### src/hw/rtl/msic_pkg.sv
// shared types and constants of the motor speed integral control unit
`timescale 1ns / 1ps

package msic_pkg;

  localparam int GoalW   = 24;
  localparam int CountW  = 32;
  localparam int TimeW   = 32;
  localparam int SpeedW  = 32;
  localparam int DutyW   = 8;
  localparam int CprW    = 16;
  localparam int CfgIdxW = 1;
  localparam int CfgW    = 16;
  localparam int PowerW  = 9;
  localparam int GoalQW  = 17;
  localparam int ScaleW  = 26;
  localparam int ProdW   = CountW + ScaleW;
  localparam int NumW    = 65;
  localparam int DenW    = TimeW + CprW;
  localparam int ErrW    = 34;
  localparam int IncW    = ErrW - 7;
  localparam int SumW    = IncW + 1;
  localparam int StepW   = 5;

  localparam logic [CfgIdxW-1:0] CFG_COUNTS_PER_REV = 1'd0;
  localparam logic [CfgIdxW-1:0] CFG_REVERSE_COUNT  = 1'd1;

  // q8 rpm limits, the power limit and the rpm scale factor
  localparam logic signed [GoalW-1:0]  DEADBAND_Q8   = 24'sd12800;
  localparam logic signed [GoalW-1:0]  GOAL_LIMIT_Q8 = 24'sd38400;
  localparam logic signed [ErrW-1:0]   ERR_DEADBAND  = 34'sd1280;
  localparam logic signed [SumW-1:0]   POWER_LIMIT   = 28'sd255;
  localparam logic [ScaleW-1:0]        RPM_SCALE     = 26'd60000000;

  typedef struct packed {
    logic load;
    logic mul;
    logic div_init;
    logic div_step;
    logic speed;
    logic err;
    logic update;
    logic out_load;
  } cmd_t;

  typedef struct packed {
    logic dead;
    logic den_zero;
    logic ovf;
  } sts_t;

endpackage

### src/hw/rtl/motor_speed_integral_control_unit.sv
// top level of the motor speed integral control unit
`timescale 1ns / 1ps

// One word per control tick. A word whose goal lies inside the +-50 rpm deadband
// only passes through taking the word, the multiply and the result load, so its
// all-zero result comes without a divide, and it leaves all state alone.
// An active word takes the word, multiplies, sets up the divider, runs 32 steps of
// the restoring divider that measures the speed, then does the speed, error and
// integrator update steps and loads the result. The divider steps are skipped when
// the elapsed time or the counts per revolution is zero or the quotient does not
// fit in 32 bits. One word is in work at a time; the result register lets the
// next word in while a finished result still waits on the output, and the result
// load of the next word waits until that result is taken.

module motor_speed_integral_control_unit (
  input  logic                         clk_i,
  input  logic                         rst_ni,
  input  logic                         cfg_we_i,
  input  logic [msic_pkg::CfgIdxW-1:0] cfg_idx_i,
  input  logic [msic_pkg::CfgW-1:0]    cfg_data_i,
  input  logic                         s_axis_tvalid,
  output logic                         s_axis_tready,
  // goal_speed, encoder_count, time_us
  input  logic [87:0]                  s_axis_tdata,
  output logic                         m_axis_tvalid,
  input  logic                         m_axis_tready,
  // measured_speed, pwm_duty, drive_in1, drive_in2, rate_fault, zero fill
  output logic [47:0]                  m_axis_tdata
);
  import msic_pkg::*;

  cmd_t              cmd;
  sts_t              sts;
  logic [SpeedW-1:0] speed;
  logic [DutyW-1:0]  duty;
  logic              in1;
  logic              in2;
  logic              fault;

  msic_ctrl u_ctrl (
    .clk_i       (clk_i),
    .rst_ni      (rst_ni),
    .in_valid_i  (s_axis_tvalid),
    .in_ready_o  (s_axis_tready),
    .out_valid_o (m_axis_tvalid),
    .out_ready_i (m_axis_tready),
    .sts_i       (sts),
    .cmd_o       (cmd)
  );

  msic_datapath u_datapath (
    .clk_i      (clk_i),
    .rst_ni     (rst_ni),
    .cfg_we_i   (cfg_we_i),
    .cfg_idx_i  (cfg_idx_i),
    .cfg_data_i (cfg_data_i),
    .goal_i     (s_axis_tdata[23:0]),
    .count_i    (s_axis_tdata[55:24]),
    .time_i     (s_axis_tdata[87:56]),
    .cmd_i      (cmd),
    .sts_o      (sts),
    .speed_o    (speed),
    .duty_o     (duty),
    .in1_o      (in1),
    .in2_o      (in2),
    .fault_o    (fault)
  );

  assign m_axis_tdata = {5'd0, fault, in2, in1, duty, speed};

endmodule

### src/hw/rtl/msic_ctrl.sv
// controller state machine of the motor speed integral control unit
`timescale 1ns / 1ps

module msic_ctrl (
  input  logic          clk_i,
  input  logic          rst_ni,
  input  logic          in_valid_i,
  output logic          in_ready_o,
  output logic          out_valid_o,
  input  logic          out_ready_i,
  input  msic_pkg::sts_t sts_i,
  output msic_pkg::cmd_t cmd_o
);
  import msic_pkg::*;

  localparam logic [2:0] ST_IDLE = 3'd0;
  localparam logic [2:0] ST_MUL  = 3'd1;
  localparam logic [2:0] ST_INIT = 3'd2;
  localparam logic [2:0] ST_DIV  = 3'd3;
  localparam logic [2:0] ST_SPD  = 3'd4;
  localparam logic [2:0] ST_ERR  = 3'd5;
  localparam logic [2:0] ST_UPD  = 3'd6;
  localparam logic [2:0] ST_OUT  = 3'd7;

  logic [2:0]       state_q, state_d;
  logic [StepW-1:0] step_q, step_d;
  logic             valid_q, valid_d;

  always_comb begin
    state_d = state_q;
    step_d  = step_q;
    valid_d = valid_q && !out_ready_i;
    cmd_o   = '0;
    case (state_q)
      ST_IDLE: begin
        if (in_valid_i) begin
          cmd_o.load = 1'b1;
          state_d    = ST_MUL;
        end
      end
      ST_MUL: begin
        cmd_o.mul = 1'b1;
        state_d   = sts_i.dead ? ST_OUT : ST_INIT;
      end
      ST_INIT: begin
        step_d = '0;
        if (sts_i.den_zero || sts_i.ovf) begin
          state_d = ST_SPD;
        end else begin
          cmd_o.div_init = 1'b1;
          state_d        = ST_DIV;
        end
      end
      ST_DIV: begin
        cmd_o.div_step = 1'b1;
        step_d         = step_q + StepW'(1);
        if (step_q == '1) begin
          state_d = ST_SPD;
        end
      end
      ST_SPD: begin
        cmd_o.speed = 1'b1;
        state_d     = ST_ERR;
      end
      ST_ERR: begin
        cmd_o.err = 1'b1;
        state_d   = ST_UPD;
      end
      ST_UPD: begin
        cmd_o.update = 1'b1;
        state_d      = ST_OUT;
      end
      ST_OUT: begin
        if (!valid_q || out_ready_i) begin
          cmd_o.out_load = 1'b1;
          valid_d        = 1'b1;
          state_d        = ST_IDLE;
        end
      end
      default: begin
        state_d = ST_IDLE;
      end
    endcase
  end

  always_ff @(posedge clk_i or negedge rst_ni) begin
    if (!rst_ni) begin
      state_q <= ST_IDLE;
      step_q  <= '0;
      valid_q <= 1'b0;
    end else begin
      state_q <= state_d;
      step_q  <= step_d;
      valid_q <= valid_d;
    end
  end

  assign in_ready_o  = (state_q == ST_IDLE);
  assign out_valid_o = valid_q;

endmodule

### src/hw/rtl/msic_datapath.sv
// datapath of the motor speed integral control unit: measure, divide, integrate
`timescale 1ns / 1ps

module msic_datapath (
  input  logic                          clk_i,
  input  logic                          rst_ni,
  input  logic                          cfg_we_i,
  input  logic [msic_pkg::CfgIdxW-1:0]  cfg_idx_i,
  input  logic [msic_pkg::CfgW-1:0]     cfg_data_i,
  input  logic [msic_pkg::GoalW-1:0]    goal_i,
  input  logic [msic_pkg::CountW-1:0]   count_i,
  input  logic [msic_pkg::TimeW-1:0]    time_i,
  input  msic_pkg::cmd_t                cmd_i,
  output msic_pkg::sts_t                sts_o,
  output logic [msic_pkg::SpeedW-1:0]   speed_o,
  output logic [msic_pkg::DutyW-1:0]    duty_o,
  output logic                          in1_o,
  output logic                          in2_o,
  output logic                          fault_o
);
  import msic_pkg::*;

  // configuration
  logic [CprW-1:0] cpr_q;
  logic            rev_q;

  // controller state
  logic signed [PowerW-1:0] power_q;
  logic [CountW-1:0]        last_cnt_q;
  logic [TimeW-1:0]         last_time_q;

  // per-word work registers
  logic                     dead_q;
  logic signed [GoalQW-1:0] goal_q;
  logic                     neg_q;
  logic [CountW-1:0]        mag_q;
  logic [TimeW-1:0]         dt_q;
  logic [NumW-1:0]          num_q;
  logic [DenW-1:0]          den_q;
  logic [DenW-1:0]          rem_q;
  logic [SpeedW-1:0]        lo_q;
  logic signed [SpeedW-1:0] speed_q;
  logic                     fault_q;
  logic signed [IncW-1:0]   inc_q;

  // output registers
  logic [SpeedW-1:0] out_speed_q;
  logic [DutyW-1:0]  out_duty_q;
  logic              out_in1_q;
  logic              out_in2_q;
  logic              out_fault_q;

  logic signed [GoalW-1:0]  goal_w;
  logic                     dead_w;
  logic signed [GoalQW-1:0] goal_clamp_w;
  logic [CountW-1:0]        cnt_w;
  logic [CountW-1:0]        dc_w;
  logic [ProdW-1:0]         prod_w;
  logic [DenW:0]            trial_w;
  logic                     qbit_w;
  logic                     sat_w;
  logic signed [SpeedW-1:0] speed_d;
  logic signed [ErrW-1:0]   err_w;
  logic signed [SumW-1:0]   sum_w;
  logic signed [PowerW-1:0] power_d;
  logic [PowerW-1:0]        power_neg_w;

  assign goal_w = $signed(goal_i);
  assign dead_w = (goal_w > -DEADBAND_Q8) && (goal_w < DEADBAND_Q8);

  always_comb begin
    if (goal_w > GOAL_LIMIT_Q8) begin
      goal_clamp_w = GOAL_LIMIT_Q8[GoalQW-1:0];
    end else if (goal_w < -GOAL_LIMIT_Q8) begin
      goal_clamp_w = GoalQW'(-GOAL_LIMIT_Q8);
    end else begin
      goal_clamp_w = goal_w[GoalQW-1:0];
    end
  end

  assign cnt_w  = rev_q ? (CountW'(0) - count_i) : count_i;
  assign dc_w   = cnt_w - last_cnt_q;
  assign prod_w = ProdW'(mag_q) * ProdW'(RPM_SCALE);

  // restoring divide, one quotient bit per step
  assign trial_w = {rem_q, lo_q[SpeedW-1]};
  assign qbit_w  = (trial_w >= {1'b0, den_q});

  assign sts_o.dead     = dead_q;
  assign sts_o.den_zero = (den_q == '0);
  assign sts_o.ovf      = (DenW'(num_q[NumW-1:SpeedW]) >= den_q);

  // quotient of 2^31 or more saturates
  assign sat_w = sts_o.ovf || lo_q[SpeedW-1];

  always_comb begin
    if (sts_o.den_zero) begin
      speed_d = '0;
    end else if (neg_q) begin
      speed_d = sat_w ? $signed({1'b1, {(SpeedW-1){1'b0}}}) : $signed(SpeedW'(0) - lo_q);
    end else begin
      speed_d = sat_w ? $signed({1'b0, {(SpeedW-1){1'b1}}}) : $signed(lo_q);
    end
  end

  assign err_w = ErrW'(goal_q) - ErrW'(speed_q);
  assign sum_w = SumW'(power_q) + SumW'(inc_q);

  always_comb begin
    if (sum_w > POWER_LIMIT) begin
      power_d = POWER_LIMIT[PowerW-1:0];
    end else if (sum_w < -POWER_LIMIT) begin
      power_d = PowerW'(-POWER_LIMIT);
    end else begin
      power_d = sum_w[PowerW-1:0];
    end
  end

  assign power_neg_w = PowerW'(0) - power_q;

  always_ff @(posedge clk_i or negedge rst_ni) begin
    if (!rst_ni) begin
      cpr_q       <= CprW'(1);
      rev_q       <= 1'b0;
      power_q     <= '0;
      last_cnt_q  <= '0;
      last_time_q <= '0;
    end else begin
      if (cfg_we_i) begin
        case (cfg_idx_i)
          CFG_COUNTS_PER_REV: cpr_q <= cfg_data_i[CprW-1:0];
          CFG_REVERSE_COUNT:  rev_q <= cfg_data_i[0];
          default: ;
        endcase
      end
      if (cmd_i.load && !dead_w) begin
        last_cnt_q  <= cnt_w;
        last_time_q <= time_i;
      end
      if (cmd_i.update) begin
        power_q <= power_d;
      end
    end
  end

  always_ff @(posedge clk_i) begin
    if (cmd_i.load) begin
      dead_q <= dead_w;
      goal_q <= goal_clamp_w;
      neg_q  <= dc_w[CountW-1];
      mag_q  <= dc_w[CountW-1] ? (CountW'(0) - dc_w) : dc_w;
      dt_q   <= time_i - last_time_q;
    end
    if (cmd_i.mul) begin
      num_q <= {prod_w[NumW-9:0], 8'd0};
      den_q <= DenW'(dt_q) * DenW'(cpr_q);
    end
    if (cmd_i.div_init) begin
      rem_q <= DenW'(num_q[NumW-1:SpeedW]);
      lo_q  <= num_q[SpeedW-1:0];
    end
    if (cmd_i.div_step) begin
      rem_q <= qbit_w ? DenW'(trial_w - {1'b0, den_q}) : trial_w[DenW-1:0];
      lo_q  <= {lo_q[SpeedW-2:0], qbit_w};
    end
    if (cmd_i.speed) begin
      speed_q <= speed_d;
      fault_q <= sts_o.den_zero;
    end
    if (cmd_i.err) begin
      if ((err_w > -ERR_DEADBAND) && (err_w < ERR_DEADBAND)) begin
        inc_q <= '0;
      end else begin
        inc_q <= err_w[ErrW-1:7];
      end
    end
    if (cmd_i.out_load) begin
      if (dead_q) begin
        out_speed_q <= '0;
        out_duty_q  <= '0;
        out_in1_q   <= 1'b0;
        out_in2_q   <= 1'b0;
        out_fault_q <= 1'b0;
      end else begin
        out_speed_q <= speed_q;
        out_in1_q   <= power_q[PowerW-1];
        out_in2_q   <= !power_q[PowerW-1] && (power_q != '0);
        out_duty_q  <= power_q[PowerW-1] ? power_neg_w[DutyW-1:0] : power_q[DutyW-1:0];
        out_fault_q <= fault_q;
      end
    end
  end

  assign speed_o = out_speed_q;
  assign duty_o  = out_duty_q;
  assign in1_o   = out_in1_q;
  assign in2_o   = out_in2_q;
  assign fault_o = out_fault_q;

endmodule

### config.mk
export PLATFORM = sky130hd
export DESIGN_NAME = motor_speed_integral_control_unit
export DESIGN_NICKNAME = d
export VERILOG_FILES = /design/src/hw/rtl/msic_pkg.sv /design/src/hw/rtl/motor_speed_integral_control_unit.sv /design/src/hw/rtl/msic_ctrl.sv /design/src/hw/rtl/msic_datapath.sv
export SDC_FILE = /design/constraint.sdc
export NUM_CORES = 2
export LEC_CHECK = 0
export BUFFER_PORTS_ARGS = -buffer_cell sky130_fd_sc_hd__buf_2
export CORE_MARGIN = 2
export CORE_UTILIZATION = 60
export CTS_CLUSTER_DIAMETER = 50
export DETAILED_ROUTE_END_ITERATION = 16
export MAX_ROUTING_LAYER = met4
export PLACE_DENSITY = 0.82
export SETUP_SLACK_MARGIN = 0.15
export SYNTH_ARGS = -nofsm -noshare
export SYNTH_HDL_FRONTEND = slang
export SYNTH_SLANG_ARGS = --single-unit
### constraint.sdc
create_clock -name clk_i -period 8.1 [get_ports clk_i]
set_clock_uncertainty 0.1 [all_clocks]
set_input_delay 1.215 -clock clk_i [delete_from_list [all_inputs] [get_ports clk_i]]
set_output_delay 1.215 -clock clk_i [all_outputs]
set_load 0.005 [all_outputs]
Word level (Yosys, flattened, before mapping)
Cells that the tools add are included.
- output and inout bits: 50
- bits in registers: 461
- memory bits (read-only): 0
- latch bits: 0
- word-level logic and storage cells: 116
- bits of input ports: 110
- memories: 0
- RAM bits: 0
- shift operators: 0
- multiply operators: 2
- bitwise gates (word level): 1
- equal/unequal tests: 11
- mux-type cells: 34
- order comparisons: 10
- divide/modulo/power cells: 0
- reduce and logical (&&, ||, !) cells: 21
- add/sub/neg operators: 10
- operators by type and width (cell ; count):
    $mux W32 ; 6
    $mux W48 ; 3
    $sub A1 B32 Y32 const A ; 3
    $sub A32 B32 Y32 ; 2
    $ge A49 B48 Y1 ; 1
    $mul A32 B18 Y49 const B ; 1
    $ge A33 B48 Y1 ; 1
    $logic_not A48 Y1 ; 1
    $mul A32 B16 Y48 ; 1
    $sub A48 B48 Y48 ; 1
    $gt A33 B12 Y1 const B ; 1
    $lt A33 B12 Y1 const B ; 1
    $sub A17 B32 Y33 ; 1
    $mux W31 ; 1
    $gt A28 B9 Y1 const B ; 1
    $lt A28 B9 Y1 const B ; 1
    $add A9 B26 Y27 ; 1
    $gt A24 B15 Y1 const B ; 1
    $gt A24 B17 Y1 const B ; 1
    $lt A24 B15 Y1 const B ; 1
    $lt A24 B17 Y1 const B ; 1
    $pmux W3 S8 ; 1
    $mux W9 ; 2
    $mux W17 ; 1
    22 further kinds ; 54

Depth between registers and ports, before layout
- depth in word-level cells: 6
- mapped depth: 26
- mapped depth without buffers: 25

Hierarchy
From an unflattened synthesis, not the netlist that was laid out.
- cells, all modules: 5815
- area, all modules: 55181.7 µm²
- by module, submodules not included (module ; area each (µm²) ; seq. area each (µm²) ; times used ; cells an instance):
    msic_datapath ; 54569.8 ; 13123.8 ; 1 ; 5744
    msic_ctrl ; 548.0 ; 225.2 ; 1 ; 62
    motor_speed_integral_control_unit ; 63.8 ; 0.0 ; 1 ; 9

Worst setup path before layout
Ideal clock, no wire load.
- kind: register -> register
- from: register u_datapath.cpr_q[12]
- to: register u_datapath.den_q[46], data pin
- stages on the path, launching flop included: 25
- path slack: 1.188 ns
- clock period less this slack: 6.912 ns
- arrival: 6.551 ns
- path through: dfrtp_1 clkbuf_1 nand2_1 fa_1 inv_1 fa_1 fa_1 fa_1 fa_1 inv_1 fa_1 inv_1 ha_1 clkbuf_1 and3_1 and3_1 and2_1 a41oi_1 nand4_1 a221o_1 a21oi_1 o31ai_1 a31oi_1 nor3b_1 a311o_1
- word-level cells in the longest chain between the ends: 1
- ends and longest elaborated chain (what ; line ; text):
    start, declared ; msic_datapath.sv:24 ; logic [CprW-1:0] cpr_q;
    start signal, assigned ; msic_datapath.sv:123 ; cpr_q <= CprW'(1);
    start signal, assigned ; msic_datapath.sv:131 ; CFG_COUNTS_PER_REV: cpr_q <= cfg_data_i[CprW-1:0];
    $mul A32 B16 Y48 ; msic_datapath.sv:156 ; den_q <= DenW'(dt_q) * DenW'(cpr_q);
    end signal, assigned ; msic_datapath.sv:156 ;
    end, declared ; msic_datapath.sv:39 ; logic [DenW-1:0] den_q;
No other way between the ends.
A chain may end at the register's enable or synchronous reset.

Worst setup path after layout
- from: register u_datapath.cpr_q[1]
- to: register u_datapath.den_q[46], data pin
The elaborated chain is that of the path after synthesis.

==> run metrics <==
crit path cell chain=nand2_1 -> fa_1 -> fa_1 -> fa_1 -> fa_1 -> inv_1 -> fa_1 -> inv_1 -> fa_1 -> inv_1 -> ha_1 -> nand3_1 -> o22ai_1 -> a311o_1 -> a41oi_1 -> nand4_1 -> a221o_1 -> a21oi_1 -> o31ai_1 -> a31oi_1 -> nor3b_1 -> a311o_1; slowest CP cell=dfrtp_1; hold buffers post-CTS=0; via count=42,500; gr busiest metal=met2; critical path class=reg2reg; Max Freq=0.132 GHz; setup TNS=0 ps; # IOs=160; FF-to-FF path depth=22; Die Y=307 um; largest net degree at the start of global routing=99; Num CTS Buffers=66; DRT iter0 DRCs=3,958; reg2reg start=u_datapath.cpr_q[1]; clock sinks=461; biggest area consumer among synthesized cells=fa_1; first-pass GRT wire length=222,000 um; Startpoint Class=flop; Longest Clk Path Bufs=3; routed len/inst=19.0 um; endpoints failing hold=0; Worst EP arrival=7870 ps; die span in x=307 um; Reg clk slew, reported paths=60 ps; CTS tree=done; GR Util met3=3.86%; minimum clock period=7580 ps; H-tree levels=3; Synth top area share=22.4%; RePlAce Congestion=0.983; met2 usage=49.1%; All-Layer GR Usage=30.2%; gr ovfl total=0; flops & latches, synth=461; Final Max Tran Viols=0; Slew @ Worst Pin=1310 ps; placed instance count=7,006; Post-DP HPWL=107,000 um; number of global-route vias before repair=43,100; Max Cap Violations=0; Mapped Area=0.0552 mm^2; ys async rst share=21.5%; worst hold stages=2; layout net count=7,166; WP data required=8390 ps; Root Driver=clkbuf_16; PortBufs=154; Final setup viols=0; YS warnings=0; antenna cells=0; number of flops mapped to enable cells by yosys=362; final wirelength=135,000 um; critical path fanouts, max=23; endpoint class of the critical path=flop; area added between synthesis and finish=7.64%; r2r setup slk=520 ps; Clock Latency Late Sink=640 ps; post-route ant nets=0; Initial Util=60.4%; Synth cell types=94; Min-Delay Path Class=reg2reg; hold path endpoint=u_ctrl.step_q[4]; initial antenna violation count=1; Post-Layout Cell Count=7,127; R2R Path End=u_datapath.den_q[46]; met1 Usage GRT=39.1%; unrepaired setup endpoints after global routing=no; ranking of synthesized cells by area=fa_1 (22%), edfxtp_1 (20%), ha_1 (12%), inv_1 (6.3%), dfrtp_1 (4.4%); layout cells sized above 1=7.20%; core area=0.0914 mm^2; register area share after synthesis=24.2%; drt first pass iters=8; Mapped Cells=5,812; Post-synth top flop=edfxtp_1; Row Count=111; die area=0.0945 mm^2; Remaining DRCs=0; Via-to-Cell Ratio=5.96; final worst-path cycle share=93.6%; Max stage delay on crit path=930 ps; Worst slew margin=12.6%; Synth Area per Inst=9.50 um^2; outcome=finished clean; cell mode on critical path=fa_1; Worst Min Path Start=u_ctrl.step_q[4]
## sequential cells by signal, summed over array words and instances (netlist names), 5 cells and up
register / count
u_datapath.rem_q: 48
u_datapath.last_cnt_q: 32
u_datapath.num_q: 49
u_datapath.cpr_q: 16
u_datapath.speed_q: 32
u_datapath.mag_q: 32
u_datapath.den_q: 48
u_datapath.duty_o: 8
u_datapath.power_q: 9
u_datapath.inc_q: 26
u_datapath.goal_q: 17
u_datapath.speed_o: 32
u_datapath.lo_q: 32
u_ctrl.step_q: 5
u_datapath.dt_q: 32
u_datapath.last_time_q: 32
## through the flow
step / utilization, % / area (um^2) / hold WS [ps] / setup slack, ps
2_1_floorplan: - / 55200 / 345 / 1190
3_3_place_gp: 62.5 / 57100 / 356 / 587
3_5_place_dp: 62.5 / 57100 / 377 / 474
4_1_cts: 65.0 / 59400 / 401 / 443
5_1_grt: 65.0 / 59400 / 414 / 212
6_report: 65.0 / 59400 / 400 / 520
## worst max-delay path by stage
stage	startpoint	endpoint	slack, ps	depth (start not counted)
final	u_datapath.cpr_q[1]	u_datapath.den_q[46]	520	22
after global routing	u_datapath.cpr_q[1]	u_datapath.den_q[46]	210	22
after CTS	u_datapath.cpr_q[5]	u_datapath.den_q[46]	440	23
after detailed placement	u_datapath.cpr_q[5]	u_datapath.den_q[46]	470	23
after global placement	u_datapath.cpr_q[5]	u_datapath.den_q[46]	590	23
after floorplan	u_datapath.cpr_q[12]	u_datapath.den_q[46]	1190	24
## synth_stat cells, drive strengths merged (11+ instances only)
cell type  number
a221oi         11
edfxtp        362
or2            19
nand2b         49
buf            27
xor2           91
and2          233
o21bai         34
clkbuf        171
a211oi         40
a2111oi        17
nor4           37
mux2           48
and4           11
and3           67
nand4          35
a21o          145
nor2          283
o211ai         32
dfrtp          98
xnor2         181
o21ai         217
nand3          87
o31ai          39
or4            17
fa            617
nand2         576
nor2b          48
inv           921
mux2i          49
a21oi         303
nor3           97
o21a           38
a31oi          41
or3            30
ha            551
## layout make-up
type                            count  area (um^2)
Sequential cell                   461        13400
Timing Repair Buffer              202         1150
Inverter                          923         3460
Clock inverter                     42          415
Fill cell                        7142        32000
Tap cell                         1186         1480
Clock buffer                       79         1880
Multi-Input combinational cell   4234        37700
## repair_timing
item,4_1_cts,5_1_grt
gates resized for setup,0,3
endpoints found under the hold margin,0,0
buffers inserted,0,0
setup endpoints to repair,0,5
## critical path, delay by kind of cell, from the launching register on
| kind | cells | cell delay [ps] |
|---|---|---|
| AOI/OAI and AO/OA | 8 | 2200 |
| buffers and inverters | 3 | 150 |
| adders and majority gates | 7 | 3400 |
| and+or+nand+nor | 4 | 540 |
| DFF | 1 | 930 |
## placed cells by master (no fill, tap or decap), types with 181 or more instances in the layout
cell type and n:
inv_1 920, fa_1 617, nand2_1 572, ha_1 551, edfxtp_1 362, a21oi_1 303, nor2_1 282, and2_1 231
o21ai_0 211, xnor2_1 181
## cell families after synthesis
family / synth area share, %
other: 0.00679
adders and majority gates: 34.9
buffers and inverters: 7.70
xor gates and xnor gates: 4.36
and+or+nand+nor: 14.5
DFF: 24.2
AOI/OAI and AO/OA: 12.5
muxes: 1.87
## metal layers
| layer | up-vias | share of wire [%] |
|---|---|---|
| met5 | - | 0 |
| met4 | 0 | 3.9 |
| met3 | 344 | 6.2 |
| met2 | 1530 | 48 |
| met1 | 20800 | 42 |
| li1 | 19700 | - |
Power is left out: the tool's default activity adds up to more than one toggle a clock period on the data nets, which glitch-free logic cannot reach.
